**src/hdl/delta_timer_queue_assert.svh**
```systemverilog
// Assertion macros for the delta timer queue.
// Used by files that include this header; no other dependencies.
`ifndef DELTA_TIMER_QUEUE_ASSERT_SVH
`define DELTA_TIMER_QUEUE_ASSERT_SVH
// Implication checked on every clock edge outside reset.
`define DTQ_ASSERT_IMP(label, lhs, rhs, msg) \
    label: assert property (@(posedge aclk) disable iff (!aresetn) (lhs) |-> (rhs)) \
        else $error(msg);
// Implication checked in the next cycle.
`define DTQ_ASSERT_NEXT(label, lhs, rhs, msg) \
    label: assert property (@(posedge aclk) disable iff (!aresetn) (lhs) |=> (rhs)) \
        else $error(msg);
`endif

```
**src/hdl/dtq_pkg.sv**
```systemverilog
// Shared codes for the delta timer queue.
// No dependencies.
`default_nettype none
package dtq_pkg;
    localparam logic [1:0] OP_ADD  = 2'd0;
    localparam logic [1:0] OP_DEL  = 2'd1;
    localparam logic [1:0] OP_TICK = 2'd2;

    localparam logic [1:0] KIND_DONE    = 2'd0;
    localparam logic [1:0] KIND_REJECT  = 2'd1;
    localparam logic [1:0] KIND_NOEXP   = 2'd2;
    localparam logic [1:0] KIND_EXPIRED = 2'd3;

    localparam int ID_WIDTH = 4;
    localparam int MAX_RESULTS = 16;

    // One result word as handed to the output register.
    typedef struct packed {
        logic [1:0]          kind;
        logic [ID_WIDTH-1:0] id;
        logic                last;
    } result_t;
endpackage
`default_nettype wire

```
**src/hdl/delta_timer_queue.sv**
```systemverilog
// Delta-list timer queue: one word in, one or more result words out. Add and
// tick walk the list one entry per read of the entry memory. An add passes each
// entry in issue, wait and compare states, then writes the new entry and
// patches its predecessor's next link. A delete reads the entry, then patches
// its prev and next neighbors. A tick examines the head and unlinks expired
// timers. Rejected adds, deletes of idle timers and ticks on an empty list go
// straight to the output register.
// Result words wait in an output register, and the next word is taken once the
// last result word of the previous item has been accepted. No clearing pass is
// needed after reset.
`default_nettype none
module delta_timer_queue #(
    parameter int NUM_TIMERS  = 16,
    parameter int DELTA_WIDTH = 32
) (
    input  wire logic        aclk,
    input  wire logic        aresetn,
    input  wire logic        s_tvalid,
    output logic             s_tready,
    // tdata: op[1:0], timer_id[5:2], delay[37:6], zero fill to 40 bits
    input  wire logic [39:0] s_tdata,
    output logic             m_tvalid,
    input  wire logic        m_tready,
    // tdata: result_kind[1:0], expired_id[5:2], zero fill to 8 bits
    output logic [7:0]       m_tdata,
    output logic             m_tlast
);
    import dtq_pkg::*;

    localparam int AW = (NUM_TIMERS > 1) ? $clog2(NUM_TIMERS) : 1;
    localparam int LW = $clog2(NUM_TIMERS + 1);
    localparam int EW = DELTA_WIDTH + 2 * LW;
    localparam logic [LW-1:0] NIL = LW'(NUM_TIMERS);

    localparam logic [3:0] ST_IDLE   = 4'd0;
    localparam logic [3:0] ST_AWAIT  = 4'd1;
    localparam logic [3:0] ST_ACHK   = 4'd2;
    localparam logic [3:0] ST_AINS   = 4'd3;
    localparam logic [3:0] ST_APREV  = 4'd4;
    localparam logic [3:0] ST_ANXT   = 4'd5;
    localparam logic [3:0] ST_UREAD  = 4'd6;
    localparam logic [3:0] ST_UWAIT  = 4'd7;
    localparam logic [3:0] ST_UPREV  = 4'd8;
    localparam logic [3:0] ST_UNXT   = 4'd9;
    localparam logic [3:0] ST_UFIN   = 4'd10;
    localparam logic [3:0] ST_TWAIT  = 4'd11;
    localparam logic [3:0] ST_TCHK   = 4'd12;
    localparam logic [3:0] ST_OUT    = 4'd13;
    localparam logic [3:0] ST_AREAD  = 4'd14;

    logic [3:0]             state_reg, state_next;
    logic [NUM_TIMERS-1:0]  queued_reg, queued_next;
    logic [LW-1:0]          head_reg, head_next;
    logic [1:0]             op_reg, op_next;
    logic [LW-1:0]          id_reg, id_next;
    logic [DELTA_WIDTH-1:0] d_reg, d_next;
    logic [LW-1:0]          prev_reg, prev_next;
    logic [LW-1:0]          cur_reg, cur_next;
    logic [LW-1:0]          unl_p_reg, unl_p_next;
    logic [LW-1:0]          unl_n_reg, unl_n_next;
    logic [DELTA_WIDTH-1:0] unl_d_reg, unl_d_next;
    logic [4:0]             cnt_reg, cnt_next;
    logic                   first_reg, first_next;
    logic                   ovalid_reg, ovalid_next;
    result_t                obuf_reg, obuf_next;

    logic                   wr_en;
    logic [AW-1:0]          wr_addr, rd_addr;
    logic [EW-1:0]          wr_data, rd_data;
    logic [DELTA_WIDTH-1:0] rd_delta;
    logic [DELTA_WIDTH-1:0] fold_delta;
    logic [LW-1:0]          rd_nl, rd_pl;
    logic                   out_free;
    logic [1:0]             in_op;
    logic [3:0]             in_id;
    logic [LW-1:0]          in_slot;
    logic [DELTA_WIDTH-1:0] in_delay;
    logic [31:0]            in_delay32;

    assign rd_delta = rd_data[EW-1 -: DELTA_WIDTH];
    assign rd_nl    = rd_data[2*LW-1:LW];
    assign rd_pl    = rd_data[LW-1:0];
    // follower's delta with the removed entry's delta folded in
    assign fold_delta = rd_delta + unl_d_reg;

    assign in_op      = s_tdata[1:0];
    assign in_id      = s_tdata[5:2];
    assign in_slot    = LW'(in_id);
    assign in_delay32 = s_tdata[37:6];
    if (DELTA_WIDTH >= 32) begin : g_dwide
        assign in_delay = DELTA_WIDTH'(in_delay32);
    end else begin : g_dnarrow
        assign in_delay = in_delay32[DELTA_WIDTH-1:0];
    end

    assign out_free = !ovalid_reg || m_tready;
    assign s_tready = (state_reg == ST_IDLE) && !ovalid_reg;
    assign m_tvalid = ovalid_reg;
    assign m_tdata  = {2'b00, obuf_reg.id, obuf_reg.kind};
    assign m_tlast  = obuf_reg.last;

    dtq_entry_mem #(.DEPTH(NUM_TIMERS), .DW(DELTA_WIDTH), .LW(LW)) u_mem (
        .aclk    (aclk),
        .wr_en   (wr_en),
        .wr_addr (wr_addr),
        .wr_data (wr_data),
        .rd_addr (rd_addr),
        .rd_data (rd_data)
    );

    // Sequencer: reads one entry, then modifies and writes back
    always_comb begin
        state_next  = state_reg;
        queued_next = queued_reg;
        head_next   = head_reg;
        op_next     = op_reg;
        id_next     = id_reg;
        d_next      = d_reg;
        prev_next   = prev_reg;
        cur_next    = cur_reg;
        unl_p_next  = unl_p_reg;
        unl_n_next  = unl_n_reg;
        unl_d_next  = unl_d_reg;
        cnt_next    = cnt_reg;
        first_next  = first_reg;
        ovalid_next = ovalid_reg && !m_tready;
        obuf_next   = obuf_reg;
        wr_en       = 1'b0;
        wr_addr     = '0;
        wr_data     = '0;
        rd_addr     = cur_reg[AW-1:0];
        case (state_reg)
            ST_IDLE: begin
                if (s_tvalid && !ovalid_reg) begin
                    op_next    = in_op;
                    id_next    = in_slot;
                    d_next     = in_delay;
                    prev_next  = NIL;
                    cur_next   = head_reg;
                    cnt_next   = '0;
                    first_next = 1'b1;
                    if (in_op == OP_ADD) begin
                        if (in_id >= 4'(NUM_TIMERS < 16 ? NUM_TIMERS : 15)
                                && NUM_TIMERS < 16 || in_delay == '0
                                || queued_reg[in_slot[AW-1:0]]) begin
                            obuf_next  = '{kind: KIND_REJECT, id: '0, last: 1'b1};
                            state_next = ST_OUT;
                        end else begin
                            state_next = ST_AREAD;
                        end
                    end else if (in_op == OP_DEL) begin
                        if ((NUM_TIMERS >= 16 || in_id < 4'(NUM_TIMERS))
                                && queued_reg[in_slot[AW-1:0]]) begin
                            cur_next   = in_slot;
                            state_next = ST_UREAD;
                        end else begin
                            obuf_next  = '{kind: KIND_DONE, id: '0, last: 1'b1};
                            state_next = ST_OUT;
                        end
                    end else if (in_op == OP_TICK && head_reg != NIL) begin
                        cur_next   = head_reg;
                        state_next = ST_TWAIT;
                    end else begin
                        obuf_next  = '{kind: KIND_NOEXP, id: '0, last: 1'b1};
                        state_next = ST_OUT;
                    end
                end
            end
            // Add walk: issue read of cur (or finish at end of list)
            ST_AREAD: begin
                if (cur_reg == NIL) begin
                    state_next = ST_AINS;
                end else begin
                    state_next = ST_AWAIT;
                end
            end
            ST_AWAIT: state_next = ST_ACHK;
            ST_ACHK: begin
                if (d_reg < rd_delta) begin
                    wr_en      = 1'b1;
                    wr_addr    = cur_reg[AW-1:0];
                    wr_data    = {rd_delta - d_reg, rd_nl, id_reg};
                    state_next = ST_AINS;
                end else begin
                    d_next     = d_reg - rd_delta;
                    prev_next  = cur_reg;
                    cur_next   = rd_nl;
                    state_next = ST_AREAD;
                end
            end
            ST_AINS: begin
                wr_en       = 1'b1;
                wr_addr     = id_reg[AW-1:0];
                wr_data     = {d_reg, cur_reg, prev_reg};
                queued_next = queued_reg | (NUM_TIMERS'(1) << id_reg[AW-1:0]);
                if (prev_reg == NIL) begin
                    head_next  = id_reg;
                    obuf_next  = '{kind: KIND_DONE, id: '0, last: 1'b1};
                    state_next = ST_OUT;
                end else begin
                    rd_addr    = prev_reg[AW-1:0];
                    state_next = ST_APREV;
                end
            end
            // keep prev on the read port until its word is used
            ST_APREV: begin
                rd_addr    = prev_reg[AW-1:0];
                state_next = ST_ANXT;
            end
            ST_ANXT: begin
                wr_en      = 1'b1;
                wr_addr    = prev_reg[AW-1:0];
                wr_data    = {rd_delta, id_reg, rd_pl};
                obuf_next  = '{kind: KIND_DONE, id: '0, last: 1'b1};
                state_next = ST_OUT;
            end
            // Unlink cur: read it, then patch prev and next neighbors
            ST_UREAD: state_next = ST_UWAIT;
            ST_UWAIT: begin
                unl_p_next = rd_pl;
                unl_n_next = rd_nl;
                unl_d_next = rd_delta;
                rd_addr    = rd_pl[AW-1:0];
                queued_next = queued_reg & ~(NUM_TIMERS'(1) << cur_reg[AW-1:0]);
                if (rd_pl == NIL) begin
                    head_next = rd_nl;
                end
                state_next = ST_UPREV;
            end
            ST_UPREV: begin
                rd_addr = unl_n_reg[AW-1:0];
                if (unl_p_reg != NIL) begin
                    wr_en   = 1'b1;
                    wr_addr = unl_p_reg[AW-1:0];
                    wr_data = {rd_delta, unl_n_reg, rd_pl};
                end
                state_next = ST_UNXT;
            end
            ST_UNXT: begin
                // re-read next so its folded delta is visible in UFIN
                rd_addr = unl_n_reg[AW-1:0];
                if (unl_n_reg != NIL) begin
                    wr_en   = 1'b1;
                    wr_addr = unl_n_reg[AW-1:0];
                    wr_data = {fold_delta, rd_nl, unl_p_reg};
                end
                state_next = ST_UFIN;
            end
            ST_UFIN: begin
                if (op_reg == OP_DEL) begin
                    obuf_next  = '{kind: KIND_DONE, id: '0, last: 1'b1};
                    state_next = ST_OUT;
                end else if (out_free) begin
                    ovalid_next = 1'b1;
                    obuf_next   = '{kind: KIND_EXPIRED,
                                    id: ID_WIDTH'(cur_reg), last: 1'b0};
                    cnt_next    = cnt_reg + 5'd1;
                    cur_next    = head_reg;
                    // another expiry follows only if the new head is at zero
                    if (head_reg != NIL && fold_delta == '0
                            && cnt_reg != 5'(MAX_RESULTS - 1)) begin
                        state_next = ST_TWAIT;
                    end else begin
                        obuf_next.last = 1'b1;
                        state_next     = ST_IDLE;
                    end
                end
            end
            // Tick: examine the head, decrement once on first visit
            ST_TWAIT: state_next = ST_TCHK;
            ST_TCHK: begin
                first_next = 1'b0;
                if (first_reg && rd_delta != '0) begin
                    wr_en   = 1'b1;
                    wr_addr = cur_reg[AW-1:0];
                    wr_data = {rd_delta - 1'b1, rd_nl, rd_pl};
                end
                if (rd_delta == '0 || (first_reg && rd_delta == DELTA_WIDTH'(1))) begin
                    state_next = ST_UREAD;
                end else begin
                    obuf_next  = '{kind: KIND_NOEXP, id: '0, last: 1'b1};
                    state_next = ST_OUT;
                end
            end
            ST_OUT: begin
                if (out_free) begin
                    ovalid_next = 1'b1;
                    state_next  = ST_IDLE;
                end
            end
            default: state_next = ST_IDLE;
        endcase
    end

    always_ff @(posedge aclk) begin
        if (!aresetn) begin
            state_reg  <= ST_IDLE;
            queued_reg <= '0;
            head_reg   <= NIL;
            ovalid_reg <= 1'b0;
        end else begin
            state_reg  <= state_next;
            queued_reg <= queued_next;
            head_reg   <= head_next;
            ovalid_reg <= ovalid_next;
        end
        op_reg    <= op_next;
        id_reg    <= id_next;
        d_reg     <= d_next;
        prev_reg  <= prev_next;
        cur_reg   <= cur_next;
        unl_p_reg <= unl_p_next;
        unl_n_reg <= unl_n_next;
        unl_d_reg <= unl_d_next;
        cnt_reg   <= cnt_next;
        first_reg <= first_next;
        obuf_reg  <= obuf_next;
    end

`include "delta_timer_queue_assert.svh"
    `DTQ_ASSERT_IMP(a_head_empty, head_reg == NIL, queued_reg == '0, "head nil with queued")
    `DTQ_ASSERT_NEXT(a_hold, m_tvalid && !m_tready, m_tvalid && $stable(m_tdata) && $stable(m_tlast), "result word changed while stalled")
    `DTQ_ASSERT_NEXT(a_accept, s_tvalid && s_tready, !s_tready, "accepted twice")
    `DTQ_ASSERT_IMP(a_out_idle, s_tready, !m_tvalid, "input taken with result pending")
endmodule
`default_nettype wire

```
**src/hdl/dtq_entry_mem.sv**
```systemverilog
// Entry store of the timer queue: delta, next and prev link per slot.
// Depends on nothing; one write port, one registered read port.
`default_nettype none
module dtq_entry_mem #(
    parameter int DEPTH = 16,
    parameter int DW    = 32,
    parameter int LW    = 5
) (
    input  wire logic                     aclk,
    input  wire logic                     wr_en,
    input  wire logic [$clog2(DEPTH)-1:0] wr_addr,
    input  wire logic [DW+2*LW-1:0]       wr_data,
    input  wire logic [$clog2(DEPTH)-1:0] rd_addr,
    output logic      [DW+2*LW-1:0]       rd_data
);
    logic [DW+2*LW-1:0] mem [DEPTH];

    // Synchronous write and registered read
    always_ff @(posedge aclk) begin
        if (wr_en) begin
            mem[wr_addr] <= wr_data;
        end
        rd_data <= mem[rd_addr];
    end
endmodule
`default_nettype wire
```
**config.mk**
```make
export PLATFORM = sky130hd
export DESIGN_NAME = delta_timer_queue
export DESIGN_NICKNAME = d
export VERILOG_FILES = /design/src/hdl/dtq_pkg.sv /design/src/hdl/delta_timer_queue.sv /design/src/hdl/dtq_entry_mem.sv
export VERILOG_INCLUDE_DIRS = /design/src /design/src/hdl
export SDC_FILE = /design/constraint.sdc
export NUM_CORES = 1
export LEC_CHECK = 0
export BUFFER_PORTS_ARGS = -buffer_cell sky130_fd_sc_hd__clkbuf_2
export CAP_MARGIN = 0
export CORE_ASPECT_RATIO = 0.9
export CORE_MARGIN = 2
export CORE_UTILIZATION = 60
export CTS_CLUSTER_DIAMETER = 50
export DETAILED_ROUTE_END_ITERATION = 10
export HOLD_SLACK_MARGIN = 0.12
export PLACE_DENSITY = 0.79
export SKIP_LAST_GASP = 1
export SYNTH_ARGS = -nofsm -noshare
export SYNTH_HDL_FRONTEND = slang
export SYNTH_SLANG_ARGS = --single-unit
```
**constraint.sdc**
```tcl
create_clock -name aclk -period 14.3 [get_ports aclk]
set_input_delay 2.86 -clock aclk [delete_from_list [all_inputs] [get_ports aclk]]
set_output_delay 2.86 -clock aclk [all_outputs]
set_load 0.02 [all_outputs]
```
==> out/metrics.cfg <==
[clocking]
cts_sinks = 843
clk_latency_ns = 0.66
htreeDepth = 3
cts_resized = 0
cts_buffers = 91
holdBufCountCts = 0
cts-root-buf = clkbuf_16
cts_setup_buffers = 0
clk_pin_slew_ns = 0.06
max-clock-path-buffers = 3
cts_tree = yes

[critical_path]
cp-end-kind = flop
cp.arrival_ns = 5.98
worst-setup-path-type = reg -> reg
start_kind = flop
crit_path_max_fanout = 138
required_ns = 14.78

[floorplan]
core_area_sq_um = 67110
die_h_um = 251.2
dieArea_sq_um = 69980
die_w_um = 278.6
io_pins = 55
initial_core_util = 0.6068
rows = 90

[layout]
regArea_sq_um = 24630
final_area_sq_um = 44960
fillers = 4700
top_register = u_mem.mem
fin_util = 0.6699
largest_register_ffs = 672
final_nets = 3228
syn2layout_area_growth_pct = 10.41
antenna_cells = 0
drive_gt1_frac = 0.09750
final_cells = 4033
multi_input_area_sq_um = 15160
reg_top3 = u_mem.mem (672), u_mem.rd_data (42)

[power]
leakage_nw = 17.07
ir_worst_vdd_mv = 0.2439
p_total_mw = 11.95
powerDensity_nw_per_um2 = 265.7

[timing]
max-slew-margin-rel = 0.06917
hold_viol_final = 0
post-route-min-period_ns = 5.500
fin_worst_skew_ns = 0.04097
fin_tns_setup_ns = 0
worstMarginPinSlew_ns = 1.396
setup_violations = 0
slew_viol_final = 0
fmax_ghz = 0.1818
rsz0062_at_grt = false
fin_crit_sh = 0.3846

[placed_design]
dp_cells = 3862
place_congestion = 0.9459
placed_cell_area_sq_um = 42020
port_buffers = 50
place_hpwl_mm = 63.10

[detailed_routing]
wl_per_cell_um = 25.60
postRouteAntennaNets = 0
first_iter_violations = 2891
vias = 26270
drc = 0
drt-total-wl_mm = 103.3
drtPass1Iterations = 6
vias_per_cell = 6.515

[synthesis]
synth_warnings = 0
synth-seq-area-share = 0.6049
synth_common_cells = edfxtp_1, mux2i_1, nand2_1, o21ai_0, a21oi_1
ys_ff_latch = 843
synth_edf_count = 775
synthDistinctLibCells = 86
synthCells = 3040
synth_top_cell_by_area = edfxtp_1
dominantRegCellSynth = edfxtp_1
syn_area_sq_um = 40720
async_flop_share = 0
synthTopCellsByArea = edfxtp_1, mux2i_1, dfxtp_1
yosys.area.top_type_share = 0.5715
synth.avg_cell_area_sq_um = 13.40
yosysMostFrequentCell = edfxtp_1

[grt]
busiest_layer = met2
grt_pass1_wl_mm = 154.3
grt_pass1_vias = 25650
grtUsageMet3 = 0.04247
grt_use_met1 = 0.4248
antenna_found_initial = 1
grt_usage = 0.2922
overflow = 0
grt_max_degree = 139
met2_usage = 0.4618

[flow_run]
cap_violations = 0

[hold_path]
min_path_type = reg -> reg

[status]
status = complete, no violations

-- metal layers --
metal  wire (um)  up-vias  part of all wire
met4        2764        0             0.027
met1       44790    13100              0.43
met5           0        -                 0
met3        8185      187             0.079
met2       47520     1246              0.46
li1            -    11740                 -
-- worst max-delay path, cell delays in order (launching register included) --
cell	delay (ns)
dfxtp_1	0.96
nand2b_1	0.28
nor2_1	0.15
a21oi_2	0.39
a221o_4	0.51
buf_12	0.66
buf_4	0.97
mux2i_1	0.24
mux2i_1	0.27
mux2i_1	0.16
mux2i_1	0.46
-- worst paths after layout --
kind | from | to | slack, ns | cells past startpoint
worst max-delay path | state_reg[2] | u_mem.rd_data[40] | 8.80 | 10
worst min-delay path | queued_reg[15] | queued_reg[15] | 0.49 | 2
worst min register to register | queued_reg[15] | queued_reg[15] | 0.49 | 2
worst max register to register | state_reg[2] | u_mem.rd_data[40] | 8.80 | 10
-- per-stage QoR --
stage               hold WS, ns  worst slack, ns
global route             0.5252            8.674
floorplan                0.4322            8.317
detailed placement       0.4809            8.600
CTS                      0.4896            8.989
global placement         0.4627            8.659
finish                   0.4853            8.800
-- cell families after synthesis --
logic type / share of synthesized area
compound gates: 0.09540
simple gates: 0.06231
fa+ha+maj: 0.03189
mux: 0.1591
other cells: 0.00009208
xor+xnor: 0.01893
buf+inv: 0.02737
flops: 0.6049
-- cells in the final DEF (no fill, tap or decap), drive strengths merged, types with 11 or more instances in the layout --
cell type,count
a21boi,17
a21o,59
a21oi,129
a221o,12
a221oi,12
a222oi,15
a22oi,15
a31oi,22
and2,17
and3,24
buf,63
clkbuf,164
clkinv,40
dfxtp,68
edfxtp,775
ha,99
inv,104
mux2i,635
nand2,166
nand2b,31
nand3,39
nand4,21
nor2,108
nor2b,17
nor3,31
nor4,31
o211ai,18
o21a,17
o21ai,147
o21bai,22
o221ai,11
xnor2,57
xor2,31
-- area by class of cell --
cell class | count | area share
Clock inverter | 57 | 0.01177
Sequential cell | 843 | 0.5479
Timing Repair Buffer | 114 | 0.01723
Multi-Input combinational cell | 1934 | 0.3372
Clock buffer | 113 | 0.05343
Tap cell | 874 | 0.02432
Inverter | 98 | 0.008181
-- where the power goes --
part	internal (mW)	total (mW)	switching (mW)
clock network	1.30	2.27	0.975
registers	3.58	3.90	0.324
logic	2.17	5.78	3.60
Note: power is estimated with default switching activity, not from simulation.
